### config.mk
export PLATFORM = sky130hd
export DESIGN_NAME = keyed_event_slot_table
export DESIGN_NICKNAME = d
export VERILOG_FILES = /design/src/rtl/core/kest_pkg.sv /design/src/rtl/core/keyed_event_slot_table.sv /design/src/rtl/core/kest_owner_store.sv /design/src/rtl/core/kest_payload_store.sv /design/src/rtl/core/kest_seq.sv
export SDC_FILE = /design/constraint.sdc
export NUM_CORES = 1
export LEC_CHECK = 0
export BUFFER_PORTS_ARGS = -buffer_cell sky130_fd_sc_hd__buf_4
export CAP_MARGIN = 15
export CORE_MARGIN = 1
export CORE_UTILIZATION = 35
export DETAILED_ROUTE_END_ITERATION = 8
export PLACE_DENSITY = 0.55
export SLEW_MARGIN = 40
export SYNTH_ARGS = -nofsm -noshare
export SYNTH_HDL_FRONTEND = slang
export SYNTH_HIERARCHICAL = 1
export SYNTH_SLANG_ARGS = --single-unit
### constraint.sdc
create_clock -name clk -period 7.1 [get_ports clk]
set_clock_uncertainty 0.1 [all_clocks]
set_input_delay 1.42 -clock clk [delete_from_list [all_inputs] [get_ports clk]]
set_output_delay 1.42 -clock clk [all_outputs]
set_load 0.1 [all_outputs]
### src/rtl/core/kest_pkg.sv
// ----------------------------------------------------------------------------
// kest_pkg
// Shared types and constants for the keyed event slot table.
// ----------------------------------------------------------------------------
`default_nettype none

package kest_pkg;

  // Table geometry
  localparam int SLOT_COUNT  = 16;
  localparam int SLOT_IDX_W  = (SLOT_COUNT > 1) ? $clog2(SLOT_COUNT) : 1;
  localparam int SLOT_CNT_W  = $clog2(SLOT_COUNT + 1);

  // Field widths
  localparam int KIND_W  = 3;
  localparam int KEY_W   = 16;
  localparam int VALUE_W = 32;

  // Low halves of the stored words for the speech and player action posts
  localparam logic [15:0] SPEECH_TAG = 16'd6;
  localparam logic [15:0] ACTION_TAG = 16'd2;

  // Request kinds
  typedef enum logic [KIND_W-1:0] {
    KIND_POST_RAW    = 3'd0,
    KIND_POST_SPEECH = 3'd1,
    KIND_POST_PLAYER = 3'd2,
    KIND_CHECK       = 3'd3,
    KIND_TAKE        = 3'd4,
    KIND_CLEAR_FIRST = 3'd5,
    KIND_CLEAR_ALL   = 3'd6
  } kind_t;

  // Memory read request
  typedef struct packed {
    logic                  en;
    logic [SLOT_IDX_W-1:0] addr;
  } rd_req_t;

  // Owner memory write
  typedef struct packed {
    logic                  en;
    logic [SLOT_IDX_W-1:0] addr;
    logic [KEY_W-1:0]      data;
  } own_wr_t;

  // Payload memory write
  typedef struct packed {
    logic                  en;
    logic [SLOT_IDX_W-1:0] addr;
    logic [VALUE_W-1:0]    data;
  } pay_wr_t;

  // Decoded request handed to the sequencer
  typedef struct packed {
    logic [KIND_W-1:0]  kind;
    logic [KEY_W-1:0]   key;
    logic [VALUE_W-1:0] value;
  } req_t;

  // Result of one request
  typedef struct packed {
    logic               found;
    logic [VALUE_W-1:0] taken_value;
    logic               status;
  } res_t;

endpackage

`default_nettype wire

### src/rtl/core/keyed_event_slot_table.sv
// ----------------------------------------------------------------------------
// keyed_event_slot_table
// Table of owner-keyed pending event slots with post, check, take and clear.
//
// Input channel in_*: one request per transaction. in_tuser carries the
// request kind, in_tdata the key and value. Output channel out_*: one result
// per request, in request order: found, taken value and post status.
// cfg_wr_en/cfg_wr_data load the player key used by player action posts.
// A request's scan stops at the slot that settles it; a full scan (clear all,
// miss, full table) reads every slot, and an unused kind reads none.
// The sequencer takes one request at a time; the slot scan issues one owner
// read per cycle.
// A new request is accepted while the previous result still sits in the
// output register; if the receiver stalls, the next result waits inside the
// sequencer and no further request is taken until the output frees.
// Reset: the owner table reads as all free at once (per-slot valid bits), the
// player key returns to 1 and both channels come up empty.
// ----------------------------------------------------------------------------
`default_nettype none

module keyed_event_slot_table (
  input  wire logic        clk,
  input  wire logic        rst_n,
  // request channel
  input  wire logic        in_tvalid,
  output logic             in_tready,
  input  wire logic [47:0] in_tdata,   // [15:0] key, [47:16] value
  input  wire logic [2:0]  in_tuser,   // [2:0] kind
  // result channel
  output logic             out_tvalid,
  input  wire logic        out_tready,
  output logic [39:0]      out_tdata,  // [0] found, [32:1] taken_value, [33] status
  // configuration
  input  wire logic        cfg_wr_en,
  input  wire logic [15:0] cfg_wr_data
);

  logic [kest_pkg::KEY_W-1:0]   player_key_r;
  logic                         out_valid_r;
  kest_pkg::res_t               out_res_r;

  kest_pkg::req_t               req;
  kest_pkg::req_t               req_eff;
  kest_pkg::res_t               res;
  logic                         res_valid;
  logic                         res_ready;
  kest_pkg::rd_req_t            rd;
  kest_pkg::own_wr_t            own_wr;
  kest_pkg::pay_wr_t            pay_wr;
  logic [kest_pkg::KEY_W-1:0]   rd_owner;
  logic [kest_pkg::VALUE_W-1:0] rd_value;

  // Unpack the request; player action posts get the player key in the top
  // half of value so the sequencer sees one request word
  assign req.kind  = in_tuser;
  assign req.key   = in_tdata[15:0];
  assign req.value = in_tdata[47:16];

  always_comb begin
    req_eff = req;
    if (req.kind == kest_pkg::KIND_POST_PLAYER) begin
      req_eff.value = {player_key_r, req.value[15:0]};
    end
  end

  // Player key register
  always_ff @(posedge clk) begin
    if (!rst_n) begin
      player_key_r <= 16'd1;
    end else if (cfg_wr_en) begin
      player_key_r <= cfg_wr_data;
    end
  end

  // Output register
  assign res_ready = !out_valid_r || out_tready;

  always_ff @(posedge clk) begin
    if (!rst_n) begin
      out_valid_r <= 1'b0;
    end else if (res_ready) begin
      out_valid_r <= res_valid;
    end
    if (res_ready && res_valid) begin
      out_res_r <= res;
    end
  end

  assign out_tvalid = out_valid_r;
  assign out_tdata  = {6'd0, out_res_r.status, out_res_r.taken_value, out_res_r.found};

  kest_seq u_seq (
    .clk       (clk),
    .rst_n     (rst_n),
    .req_valid (in_tvalid),
    .req_ready (in_tready),
    .req       (req_eff),
    .res_valid (res_valid),
    .res_ready (res_ready),
    .res       (res),
    .rd        (rd),
    .own_wr    (own_wr),
    .pay_wr    (pay_wr),
    .rd_owner  (rd_owner),
    .rd_value  (rd_value)
  );

  kest_owner_store u_owner (
    .clk      (clk),
    .rst_n    (rst_n),
    .rd       (rd),
    .wr       (own_wr),
    .rd_owner (rd_owner)
  );

  kest_payload_store u_payload (
    .clk      (clk),
    .rd       (rd),
    .wr       (pay_wr),
    .rd_value (rd_value)
  );

endmodule

`default_nettype wire

### src/rtl/core/kest_owner_store.sv
// ----------------------------------------------------------------------------
// kest_owner_store
// Owner key memory, one read port and one write port, registered read data.
// Per-slot valid bits make the whole table read as free right after reset.
// ----------------------------------------------------------------------------
`default_nettype none

module kest_owner_store (
  input  wire logic                       clk,
  input  wire logic                       rst_n,
  input  wire kest_pkg::rd_req_t          rd,
  input  wire kest_pkg::own_wr_t          wr,
  output logic [kest_pkg::KEY_W-1:0]      rd_owner
);

  logic [kest_pkg::KEY_W-1:0]    mem [kest_pkg::SLOT_COUNT];
  logic [kest_pkg::SLOT_COUNT-1:0] valid_r;
  logic [kest_pkg::KEY_W-1:0]    rd_owner_r;

  // Valid bits: cleared at reset, set by the first write of a slot
  always_ff @(posedge clk) begin
    if (!rst_n) begin
      valid_r <= '0;
    end else if (wr.en) begin
      valid_r[wr.addr] <= 1'b1;
    end
  end

  // Storage array
  always_ff @(posedge clk) begin
    if (wr.en) begin
      mem[wr.addr] <= wr.data;
    end
  end

  // Registered read; a slot never written reads as free
  always_ff @(posedge clk) begin
    if (rd.en) begin
      rd_owner_r <= valid_r[rd.addr] ? mem[rd.addr] : '0;
    end
  end

  assign rd_owner = rd_owner_r;

endmodule

`default_nettype wire

### src/rtl/core/kest_payload_store.sv
// ----------------------------------------------------------------------------
// kest_payload_store
// Pending value memory, one read port and one write port, registered read.
// ----------------------------------------------------------------------------
`default_nettype none

module kest_payload_store (
  input  wire logic                       clk,
  input  wire kest_pkg::rd_req_t          rd,
  input  wire kest_pkg::pay_wr_t          wr,
  output logic [kest_pkg::VALUE_W-1:0]    rd_value
);

  logic [kest_pkg::VALUE_W-1:0] mem [kest_pkg::SLOT_COUNT];
  logic [kest_pkg::VALUE_W-1:0] rd_value_r;

  // Storage array
  always_ff @(posedge clk) begin
    if (wr.en) begin
      mem[wr.addr] <= wr.data;
    end
  end

  // Registered read
  always_ff @(posedge clk) begin
    if (rd.en) begin
      rd_value_r <= mem[rd.addr];
    end
  end

  assign rd_value = rd_value_r;

endmodule

`default_nettype wire

### src/rtl/core/kest_seq.sv
// ----------------------------------------------------------------------------
// kest_seq
// Scan sequencer. Streams slot reads from slot 0 up, compares each owner in the
// cycle after its read was issued and writes back owner and payload.
// ----------------------------------------------------------------------------
`default_nettype none

module kest_seq (
  input  wire logic                         clk,
  input  wire logic                         rst_n,
  // request side
  input  wire logic                         req_valid,
  output logic                              req_ready,
  input  wire kest_pkg::req_t               req,
  // result side
  output logic                              res_valid,
  input  wire logic                         res_ready,
  output kest_pkg::res_t                    res,
  // memory ports
  output kest_pkg::rd_req_t                 rd,
  output kest_pkg::own_wr_t                 own_wr,
  output kest_pkg::pay_wr_t                 pay_wr,
  input  wire logic [kest_pkg::KEY_W-1:0]   rd_owner,
  input  wire logic [kest_pkg::VALUE_W-1:0] rd_value
);

  typedef enum logic [1:0] {
    S_IDLE,
    S_SCAN,
    S_DONE
  } state_t;

  localparam logic [kest_pkg::SLOT_IDX_W-1:0] LAST_IDX =
    kest_pkg::SLOT_IDX_W'(kest_pkg::SLOT_COUNT - 1);
  localparam logic [kest_pkg::SLOT_CNT_W-1:0] SLOT_END =
    kest_pkg::SLOT_CNT_W'(kest_pkg::SLOT_COUNT);

  state_t                            state_r, state_nxt;
  kest_pkg::kind_t                   kind_r, kind_nxt;
  logic [kest_pkg::KEY_W-1:0]        key_r, key_nxt;
  logic [kest_pkg::VALUE_W-1:0]      val_r, val_nxt;
  logic [kest_pkg::SLOT_IDX_W-1:0]   idx_r, idx_nxt;
  logic [kest_pkg::SLOT_CNT_W-1:0]   iss_r, iss_nxt;
  kest_pkg::res_t                    res_r, res_nxt;

  logic hit_post;
  logic hit_look;
  logic last_slot;
  logic stop;

  assign hit_post  = (rd_owner == key_r) || (rd_owner == '0);
  assign hit_look  = (key_r != '0) && (rd_owner == key_r);
  assign last_slot = (idx_r == LAST_IDX);

  assign req_ready = (state_r == S_IDLE);
  assign res_valid = (state_r == S_DONE);
  assign res       = res_r;

  // Next-state and memory access logic
  always_comb begin
    state_nxt = state_r;
    kind_nxt  = kind_r;
    key_nxt   = key_r;
    val_nxt   = val_r;
    idx_nxt   = idx_r;
    iss_nxt   = iss_r;
    res_nxt   = res_r;
    stop      = 1'b0;
    rd        = '0;
    own_wr    = '0;
    pay_wr    = '0;

    case (state_r)
      S_IDLE: begin
        if (req_valid) begin
          kind_nxt = kest_pkg::kind_t'(req.kind);
          res_nxt  = '0;
          // effective owner key and stored word per post kind
          case (kest_pkg::kind_t'(req.kind))
            kest_pkg::KIND_POST_SPEECH: begin
              key_nxt = req.key;
              val_nxt = {req.key, kest_pkg::SPEECH_TAG};
            end
            kest_pkg::KIND_POST_PLAYER: begin
              key_nxt = req.value[kest_pkg::VALUE_W-1:kest_pkg::VALUE_W-kest_pkg::KEY_W];
              val_nxt = {req.value[15:0], kest_pkg::ACTION_TAG};
            end
            default: begin
              key_nxt = req.key;
              val_nxt = req.value;
            end
          endcase
          if (req.kind > kest_pkg::KIND_CLEAR_ALL) begin
            // unused kind: empty result straight away
            state_nxt = S_DONE;
          end else begin
            rd.en     = 1'b1;
            rd.addr   = '0;
            idx_nxt   = '0;
            iss_nxt   = kest_pkg::SLOT_CNT_W'(1);
            state_nxt = S_SCAN;
          end
        end
      end

      S_SCAN: begin
        case (kind_r)
          kest_pkg::KIND_POST_RAW,
          kest_pkg::KIND_POST_SPEECH,
          kest_pkg::KIND_POST_PLAYER: begin
            if (hit_post) begin
              own_wr = '{en: 1'b1, addr: idx_r, data: key_r};
              pay_wr = '{en: 1'b1, addr: idx_r, data: val_r};
              stop   = 1'b1;
            end else if (last_slot) begin
              res_nxt.status = 1'b1;
              stop           = 1'b1;
            end
          end
          kest_pkg::KIND_CHECK: begin
            if (hit_look) begin
              res_nxt.found = 1'b1;
            end
            stop = hit_look || last_slot;
          end
          kest_pkg::KIND_TAKE: begin
            if (hit_look) begin
              own_wr              = '{en: 1'b1, addr: idx_r, data: '0};
              res_nxt.found       = 1'b1;
              res_nxt.taken_value = rd_value;
            end
            stop = hit_look || last_slot;
          end
          kest_pkg::KIND_CLEAR_FIRST: begin
            if (hit_look) begin
              own_wr        = '{en: 1'b1, addr: idx_r, data: '0};
              res_nxt.found = 1'b1;
            end
            stop = hit_look || last_slot;
          end
          kest_pkg::KIND_CLEAR_ALL: begin
            if (hit_look) begin
              own_wr        = '{en: 1'b1, addr: idx_r, data: '0};
              res_nxt.found = 1'b1;
            end
            stop = last_slot;
          end
          default: begin
            stop = 1'b1;
          end
        endcase

        if (stop) begin
          state_nxt = S_DONE;
        end else if (iss_r < SLOT_END) begin
          // keep the read stream one slot ahead of the compare
          rd.en   = 1'b1;
          rd.addr = iss_r[kest_pkg::SLOT_IDX_W-1:0];
          idx_nxt = iss_r[kest_pkg::SLOT_IDX_W-1:0];
          iss_nxt = iss_r + kest_pkg::SLOT_CNT_W'(1);
        end
      end

      S_DONE: begin
        if (res_ready) begin
          state_nxt = S_IDLE;
        end
      end

      default: begin
        state_nxt = S_IDLE;
      end
    endcase
  end

  // State and registered outputs
  always_ff @(posedge clk) begin
    if (!rst_n) begin
      state_r <= S_IDLE;
    end else begin
      state_r <= state_nxt;
    end
    kind_r <= kind_nxt;
    key_r  <= key_nxt;
    val_r  <= val_nxt;
    idx_r  <= idx_nxt;
    iss_r  <= iss_nxt;
    res_r  <= res_nxt;
  end

endmodule

`default_nettype wire
==> results of run 1 <==
## flip-flops by register name (all words and copies together), names as in the netlist, 16 cells and up
register	cells
u_seq/key_r	16
u_owner/mem	256
player_key_r	16
out_tdata	34
u_seq/val_r	32
u_owner/rd_owner	16
u_owner/valid_r	16
u_payload/rd_value	32
u_payload/mem	512
u_seq/res	34
## power by group through the flow
stage | Combinational (W) | Sequential (W) | Clock (W)
floorplan | 0.000850 | 0.00699 | 0
global placement | 0.00143 | 0.00686 | 0
detailed placement | 0.00149 | 0.00687 | 0
CTS | 0.00149 | 0.00674 | 0.00517
global route | 0.00156 | 0.00677 | 0.00538
finish | 0.00146 | 0.00674 | 0.00506
## worst max-delay path by stage
stage	start	end	slack, ns	depth (start not counted)
after floorplan	u_seq/state_r[1]$_SDFFE_PN0P_	u_seq/res[10]$_SDFFCE_PN0P_	1.76	5
after global placement	u_owner/rd_owner[3]$_SDFFCE_PN0P_	u_payload/mem[11][14]$_DFFE_PP_	2.49	7
after detailed placement	u_seq/state_r[1]$_SDFFE_PN0P_	u_payload/mem[0][14]$_DFFE_PP_	2.44	9
after CTS	u_seq/state_r[1]$_SDFFE_PN0P_	u_payload/mem[0][2]$_DFFE_PP_	2.42	9
after global routing	u_seq/key_r[3]$_DFFE_PP_	u_payload/rd_value[18]$_DFFE_PP_	2.20	10
final	u_seq/key_r[3]$_DFFE_PP_	u_payload/rd_value[1]$_DFFE_PP_	2.50	10
## per-layer routing
metal / vias up / share of wire, % / GRT usage (%)
li1: 7767 / - / -
met1: 9893 / 43 / 22.98
met2: 543 / 49 / 27.56
met3: 115 / 5.0 / 2.276
met4: 0 / 2.3 / 4.658
met5: - / 0 / 0
## critical path, cell delays in order, from the launching register on
cell and delay [ns]:
edfxtp_1 0.46, nor4_1 0.60, nand4_1 0.26, nand2_1 0.16
o21ai_1 0.23, nor3b_2 0.62, buf_12 0.40, buf_12 0.42
mux4_2 0.59, a22oi_1 0.29, nand2_1 0.08
## logic make-up after synthesis
kind of cell / Yosys count / synth area share [%]
AOI/OAI and AO/OA: 169 / 3.293
xor gates and xnor gates: 20 / 0.4652
adders and majority gates: 1 / 0.03322
buffers and inverters: 103 / 1.525
DFF: 979 / 77.13
muxes: 245 / 13.13
other: 1 / 0.009958
and+or+nand+nor: 291 / 4.406
## placed cells by master, fill, tap and decap left out, types with 5 or more instances in the layout
cell,n
nor3_2,8
clkinv_2,18
buf_4,157
o21a_1,16
edfxtp_1,944
nand2b_1,8
nand2_1,72
a22oi_1,112
nor2_1,18
mux2i_1,16
dfxtp_1,35
mux2_2,33
nor4_1,8
a21oi_1,20
nor2b_1,18
conb_1,6
clkinv_1,27
mux4_2,196
clkbuf_1,14
bufinv_16,13
clkbuf_16,96
inv_1,6
nand3_1,8
nor2_4,14
buf_16,5
and2_1,102
xor2_1,19
## per-stage QoR
step	instance area (µm²)	setup WS [ns]	hold WS [ns]	instances
2_1_floorplan	37680	1.755	0.3003	1814
3_3_place_gp	40340	2.489	0.3030	3271
3_5_place_dp	40510	2.440	0.3045	3277
4_1_cts	43620	2.420	0.3192	3451
5_1_grt	43660	2.197	0.3214	3452
6_report	43660	2.505	0.3176	3452
## layout make-up
class	instances	share of cell area, %
inverters	8	0.07451
flip-flops and latches	979	66.53
multi-input cells	732	19.04
well taps	1391	3.986
clock inverters	63	1.456
clock buffers	111	5.654
repair buffers	168	3.259
==> reports/metrics.cfg, run 1 <==
[run_status]
status=finished, final reports clean

[place]
place_congestion=0.8505
dp_hpwl_mm=52.23
io_buffers=107

[synthesis]
synth.avg_cell_area_um2=20.82
async_flop_share_pct=0
netlist_top_cells_count=944 x edfxtp_1, 196 x mux4_2, 112 x a22oi_1
yosysMostFrequentCell=edfxtp_1
synth_flop_cell=edfxtp_1
ys_warn_count=6
synthCells=1809
synthDistinctLibCells=53
synthTopCellsByArea=edfxtp_1 75%, mux4_2 12%, a22oi_1 2.2%, dfxtp_1 1.9%, and2_1 1.7%
ys_ff_latch=979
synth_edf_count=944
yosysSeqAreaShare_pct=77.13
yosysTopAreaCellShare_pct=75.27
syn-cell-area_mm2=0.03766
synth_top_cell_by_area=edfxtp_1

[layout]
post-route-util_pct=41.18
n_fill_cell=9375
multi_input_area_mm2=0.008310
drive_above_1_share_pct=28.34
synthToLayoutAreaGrowth_pct=15.93
ff_latch_area_mm2=0.02905
final_nets=2058
n_antenna_cell=0

[floorplanning]
core-area_mm2=0.1060
fp.dieH_um=330.0
ioPinCount=114
initial_utilization_pct=35.52
fp-row-count=119
die_width_um=330.0
dieArea_mm2=0.1089

[timing]
max_slew_margin_pct=47.12
drv_slew=0
hold_violations=0
finalCritPeriodShare_pct=64.72
worstMarginPinSlew_ns=0.7932
rsz0062_at_grt=no
setup_viol=0
min_period_ns=4.595
fmax_mhz=217.6
final.setup.tns_ns=0

[grt]
antenna_found_initial=0
grt_use_total_pct=16.63
overflow=0
grt_pass1_vias=19060
grt_max_degree=133
grt_pass1_wl_mm=130.8

[power_and_ir_drop]
p_int_w=0.01008
leakagePower_nw=12.00
peakVddDrop_v=0.0002395
combPwrFrac_pct=11.0
pwr-share-clk_pct=38.1
swShare_pct=23.99
power_density_mw_per_mm2=303.7
switchingPower_w=0.003181
seq_power_share_pct=50.8
power_w=0.01326

[worst_hold_path]
hold_end=out_tdata[29]$_DFFE_PP_
min_from=u_seq/res[29]$_SDFFCE_PN0P_
worstHoldPathCells=0
hold_class=flip-flop to flip-flop

[worst_setup_path]
crit_type=flip-flop to flip-flop
path_max_fanout=56
reg2regPathDepth=10
start_kind=flip-flop
r2r_end=u_payload/rd_value[1]$_DFFE_PP_
worstPathArrival_ns=4.90
required_ns=7.40
r2r_slack_ns=2.50
r2r-start=u_seq/key_r[3]$_DFFE_PP_
crit_path_end_kind=flip-flop

[clock_tree]
hold_buffers=0
cts.htree.levels=3
cts_resized=0
clk_path_buf_depth=3
cts-root-buf=clkbuf_16
post_cts_buffers=0
clk_latency_ns=0.66
numCtsBuffers=96
cts_tree=yes
cts.sinks=979
clk_pin_slew_worst_paths_ns=0.06

[detailed_routing]
routedWlPerCell_um=25.82
drt_pass1_iterations=5
routed_wl_mm=89.12
detail_route.drc_violations=0
avgViaCountPerCell=5.306
dr.first_iter.drc_count=1684
via_count=18320
antenna_left=0

[job]
drv_cap=0

Power figures use the tool's default switching activity.
==> run 2: changes to the inputs <==
--- a/config.mk
+++ b/config.mk
@@ -10,7 +10,7 @@
 export CORE_MARGIN = 1
 export CORE_UTILIZATION = 35
 export DETAILED_ROUTE_END_ITERATION = 8
-export PLACE_DENSITY = 0.55
+export PLACE_DENSITY = 0.57
 export SLEW_MARGIN = 40
 export SYNTH_ARGS = -nofsm -noshare
 export SYNTH_HDL_FRONTEND = slang
==> constraint.sdc (replaced) <==
create_clock -name clk -period 4.1 [get_ports clk]
set_clock_uncertainty 0.1 [all_clocks]
set_input_delay 0.82 -clock clk [delete_from_list [all_inputs] [get_ports clk]]
set_output_delay 0.82 -clock clk [all_outputs]
set_load 0.1 [all_outputs]
==> run 2 against run 1 <==
Via count grew 0.86%. Maximum frequency grew 18%. Die area is the same. Wire length grew 0.59%. Critical endpoint is now u_owner/rd_owner[13]$_SDFFCE_PN0P_.
==> reports/metrics.cfg, run 2 (synthesis results as in run 1) <==
[layout]
regMostFlops=u_payload/mem
post-route-util_pct=41.70  ; +0.52 points
design_area_mm2=0.04421  ; +1.3%
synthToLayoutAreaGrowth_pct=17.39
multi_input_area_mm2=0.008309  ; about the same
reg_top3=u_payload/mem x512, u_owner/mem x256
n_antenna_cell=0  ; unchanged
n_fill_cell=9205  ; -1.8%
final_nets=2108  ; +2.4%
drive_above_1_share_pct=29.53  ; +1.2 points
largest_reg_flops=512  ; unchanged
final_cell_mix=944 x edfxtp_1, 196 x mux4_2, 191 x buf_4
ff_latch_area_mm2=0.02905  ; unchanged
final_common_cell=edfxtp_1

[detailed_routing]
routedWlPerCell_um=25.58  ; -0.91%
dr.first_iter.drc_count=1664  ; -1.2%
detail_route.drc_violations=0  ; unchanged
antenna_left=0  ; unchanged
drt_pass1_iterations=5  ; unchanged
avgViaCountPerCell=5.273  ; -0.63%
routed_wl_mm=89.64  ; +0.59%
via_count=18480  ; +0.86%

[grt]
grt_max_degree=129  ; -3.0%
antenna_found_initial=2  ; +2
grt_pass1_wl_mm=128.6  ; -1.7%
grt_use_total_pct=16.38  ; -0.25 points
grt_pass1_vias=18920  ; -0.71%
overflow=0  ; unchanged

[power_and_ir_drop]
switchingPower_w=0.005565  ; +75%
seq_power_share_pct=51.2  ; +0.4 points
swShare_pct=24.28  ; +0.29 points
pwr-share-clk_pct=37.6  ; -0.5 points
peakVddDrop_v=0.0003906  ; +63%
power_density_mw_per_mm2=518.5  ; +71%
leakagePower_nw=12.26  ; +2.2%
combPwrFrac_pct=11.3  ; +0.3 points
p_int_w=0.01736  ; +72%

[clock_tree]
clk_latency_ns=0.65  ; about the same
clk_path_buf_depth=3  ; unchanged
cts.htree.levels=3  ; unchanged
cts.sinks=979  ; unchanged
clk_pin_slew_worst_paths_ns=0.06  ; about the same
numCtsBuffers=97  ; +1.0%
cts_tree=yes
cts-root-buf=clkbuf_16

[worst_setup_path]
crit_chain=nor4_1 > nand4_1 > nand2_1 > o21ai_1 > buf_4 > nor3b_2 > buf_4 > mux4_2 > a22o_1 > nor2_8 > a21oi_1
r2r_end=u_owner/rd_owner[13]$_SDFFCE_PN0P_
cp.buffers_inverters=2  ; unchanged
slowest_stage=mux4_2
reg2regPathDepth=11  ; +1
timing.critical_path.to=u_owner/rd_owner[13]$_SDFFCE_PN0P_
crit_type=flip-flop to flip-flop
r2r-start=u_seq/key_r[2]$_DFFE_PP_
cpMostUsedCell=buf_4
crit_path_end_kind=flip-flop
start_kind=flip-flop
critPathTopFamily=simple AND/OR/NAND/NOR gates
r2r_slack_ns=0.19  ; -2.32 ns
worstPathArrival_ns=4.17  ; -0.73 ns
cp.depth=11  ; +1
path_max_fanout=16  ; -71%
required_ns=4.36  ; -3.04 ns
cpPeakStageDelay_ns=0.52  ; -0.10 ns
critPathLaunch=u_seq/key_r[2]$_DFFE_PP_

[place]
place_congestion=0.8522  ; +0.20%
pre_cts_slack_ns=0.1517  ; -2.288 ns
dp_hpwl_mm=53.17  ; +1.8%
io_buffers=107  ; unchanged
place_area_mm2=0.04102  ; +1.2%

[floorplanning]
fp.dieH_um=330.0  ; unchanged
initial_utilization_pct=35.52  ; unchanged
die_width_um=330.0  ; unchanged
fp-row-count=119  ; unchanged
dieArea_mm2=0.1089  ; unchanged
core-area_mm2=0.1060  ; unchanged
ioPinCount=114  ; unchanged

[timing]
fmax_mhz=255.7  ; +18%
drv_slew=0  ; unchanged
worstMarginPinSlew_ns=0.8485  ; +0.05532 ns
rsz0062_at_grt=no
max_slew_margin_pct=43.37  ; -3.7 points
min_period_ns=3.911  ; -0.6846 ns
hold_violations=0  ; unchanged
setup_ws_ns=0.1891  ; -2.315 ns
finalCritPeriodShare_pct=95.39  ; +31 points
setup_viol=0  ; unchanged
final.setup.tns_ns=0  ; unchanged
fin_hold_ws_ns=0.2800  ; -0.03765 ns

[job]
drv_cap=0  ; unchanged

[worst_hold_path]
hold_class=input pin to flip-flop
worstHoldPathCells=3  ; +3

[run_status]
status=finished, final reports clean

-- run 2: changes by cell type in the layout (fill, tap and decap cells not counted), sizes merged --
| cell | change |
|---|---|
| clkinvlp | +1 |
| clkbuf | +17 |
| bufinv | -5 |
| buf | +46 |
| clkinv | -6 |
| inv | -1 |
-- run 2: timing repair --
action,CTS,global route
buffers inserted,0,2
endpoints found under the setup margin,0,24
hold buffers,0,0
gates resized for setup,0,6
-- run 2: power by group through the flow --
| stage | sequential (W) | combinational (W) | clock [W] |
|---|---|---|---|
| 2_1_floorplan | 0.0121 | 0.00148 | 0 |
| 3_3_place_gp | 0.0119 | 0.00254 | 0 |
| 3_5_place_dp | 0.0119 | 0.00257 | 0 |
| 4_1_cts | 0.0117 | 0.00256 | 0.00882 |
| 5_1_grt | 0.0118 | 0.00274 | 0.00916 |
| 6_report | 0.0117 | 0.00258 | 0.00861 |
-- run 2: area by class of cell --
class	instances	area share, %
sequential	979	65.71
multi-input combinational	732	18.80
clock buffer	125	5.918
timing repair buffer	217	4.517
tap	1391	3.937
clock inverter	52	1.044
inverter	8	0.07642
-- run 2: routing by layer --
| metal | wire length (µm) | share of wire (%) | vias to the layer above | track usage (%) |
|---|---|---|---|---|
| li1 | - | - | 7859 | - |
| met1 | 38110 | 43 | 9821 | 22.55 |
| met2 | 43410 | 48 | 662 | 26.54 |
| met3 | 5508 | 6.1 | 134 | 2.612 |
| met4 | 2609 | 2.9 | 0 | 5.550 |
| met5 | 0 | 0 | - | 0 |
-- run 2: worst min path at each step --
stage	start	to	slack [ns]
finish	cfg_wr_data[0]	player_key_r[0]$_SDFFE_PN1P_	0.28
global route	cfg_wr_data[0]	player_key_r[0]$_SDFFE_PN1P_	0.26
CTS	cfg_wr_data[0]	player_key_r[0]$_SDFFE_PN1P_	0.24
detailed placement	u_seq/res[7]$_SDFFCE_PN0P_	out_tdata[7]$_DFFE_PP_	0.30
global placement	u_seq/res[32]$_SDFFCE_PN0P_	out_tdata[32]$_DFFE_PP_	0.30
floorplan	u_seq/res[33]$_SDFFCE_PN0P_	out_tdata[0]$_DFFE_PP_	0.30
-- run 2: per-stage QoR --
stage / power, W / std cells
2_1_floorplan: 0.01358 / 1814
3_3_place_gp: 0.01448 / 3318
3_5_place_dp: 0.01451 / 3322
4_1_cts: 0.02312 / 3499
5_1_grt: 0.02366 / 3504
6_report: 0.02292 / 3504
-- run 2: worst reg2reg max path, cell delays in order, from the launching register on --
cell      delay [ns]
edfxtp_1        0.50
nor4_1          0.40
nand4_1         0.20
nand2_1         0.15
o21ai_1         0.13
buf_4           0.20
nor3b_2         0.28
buf_4           0.28
mux4_2          0.53
a22o_1          0.30
nor2_8          0.35
a21oi_1         0.19
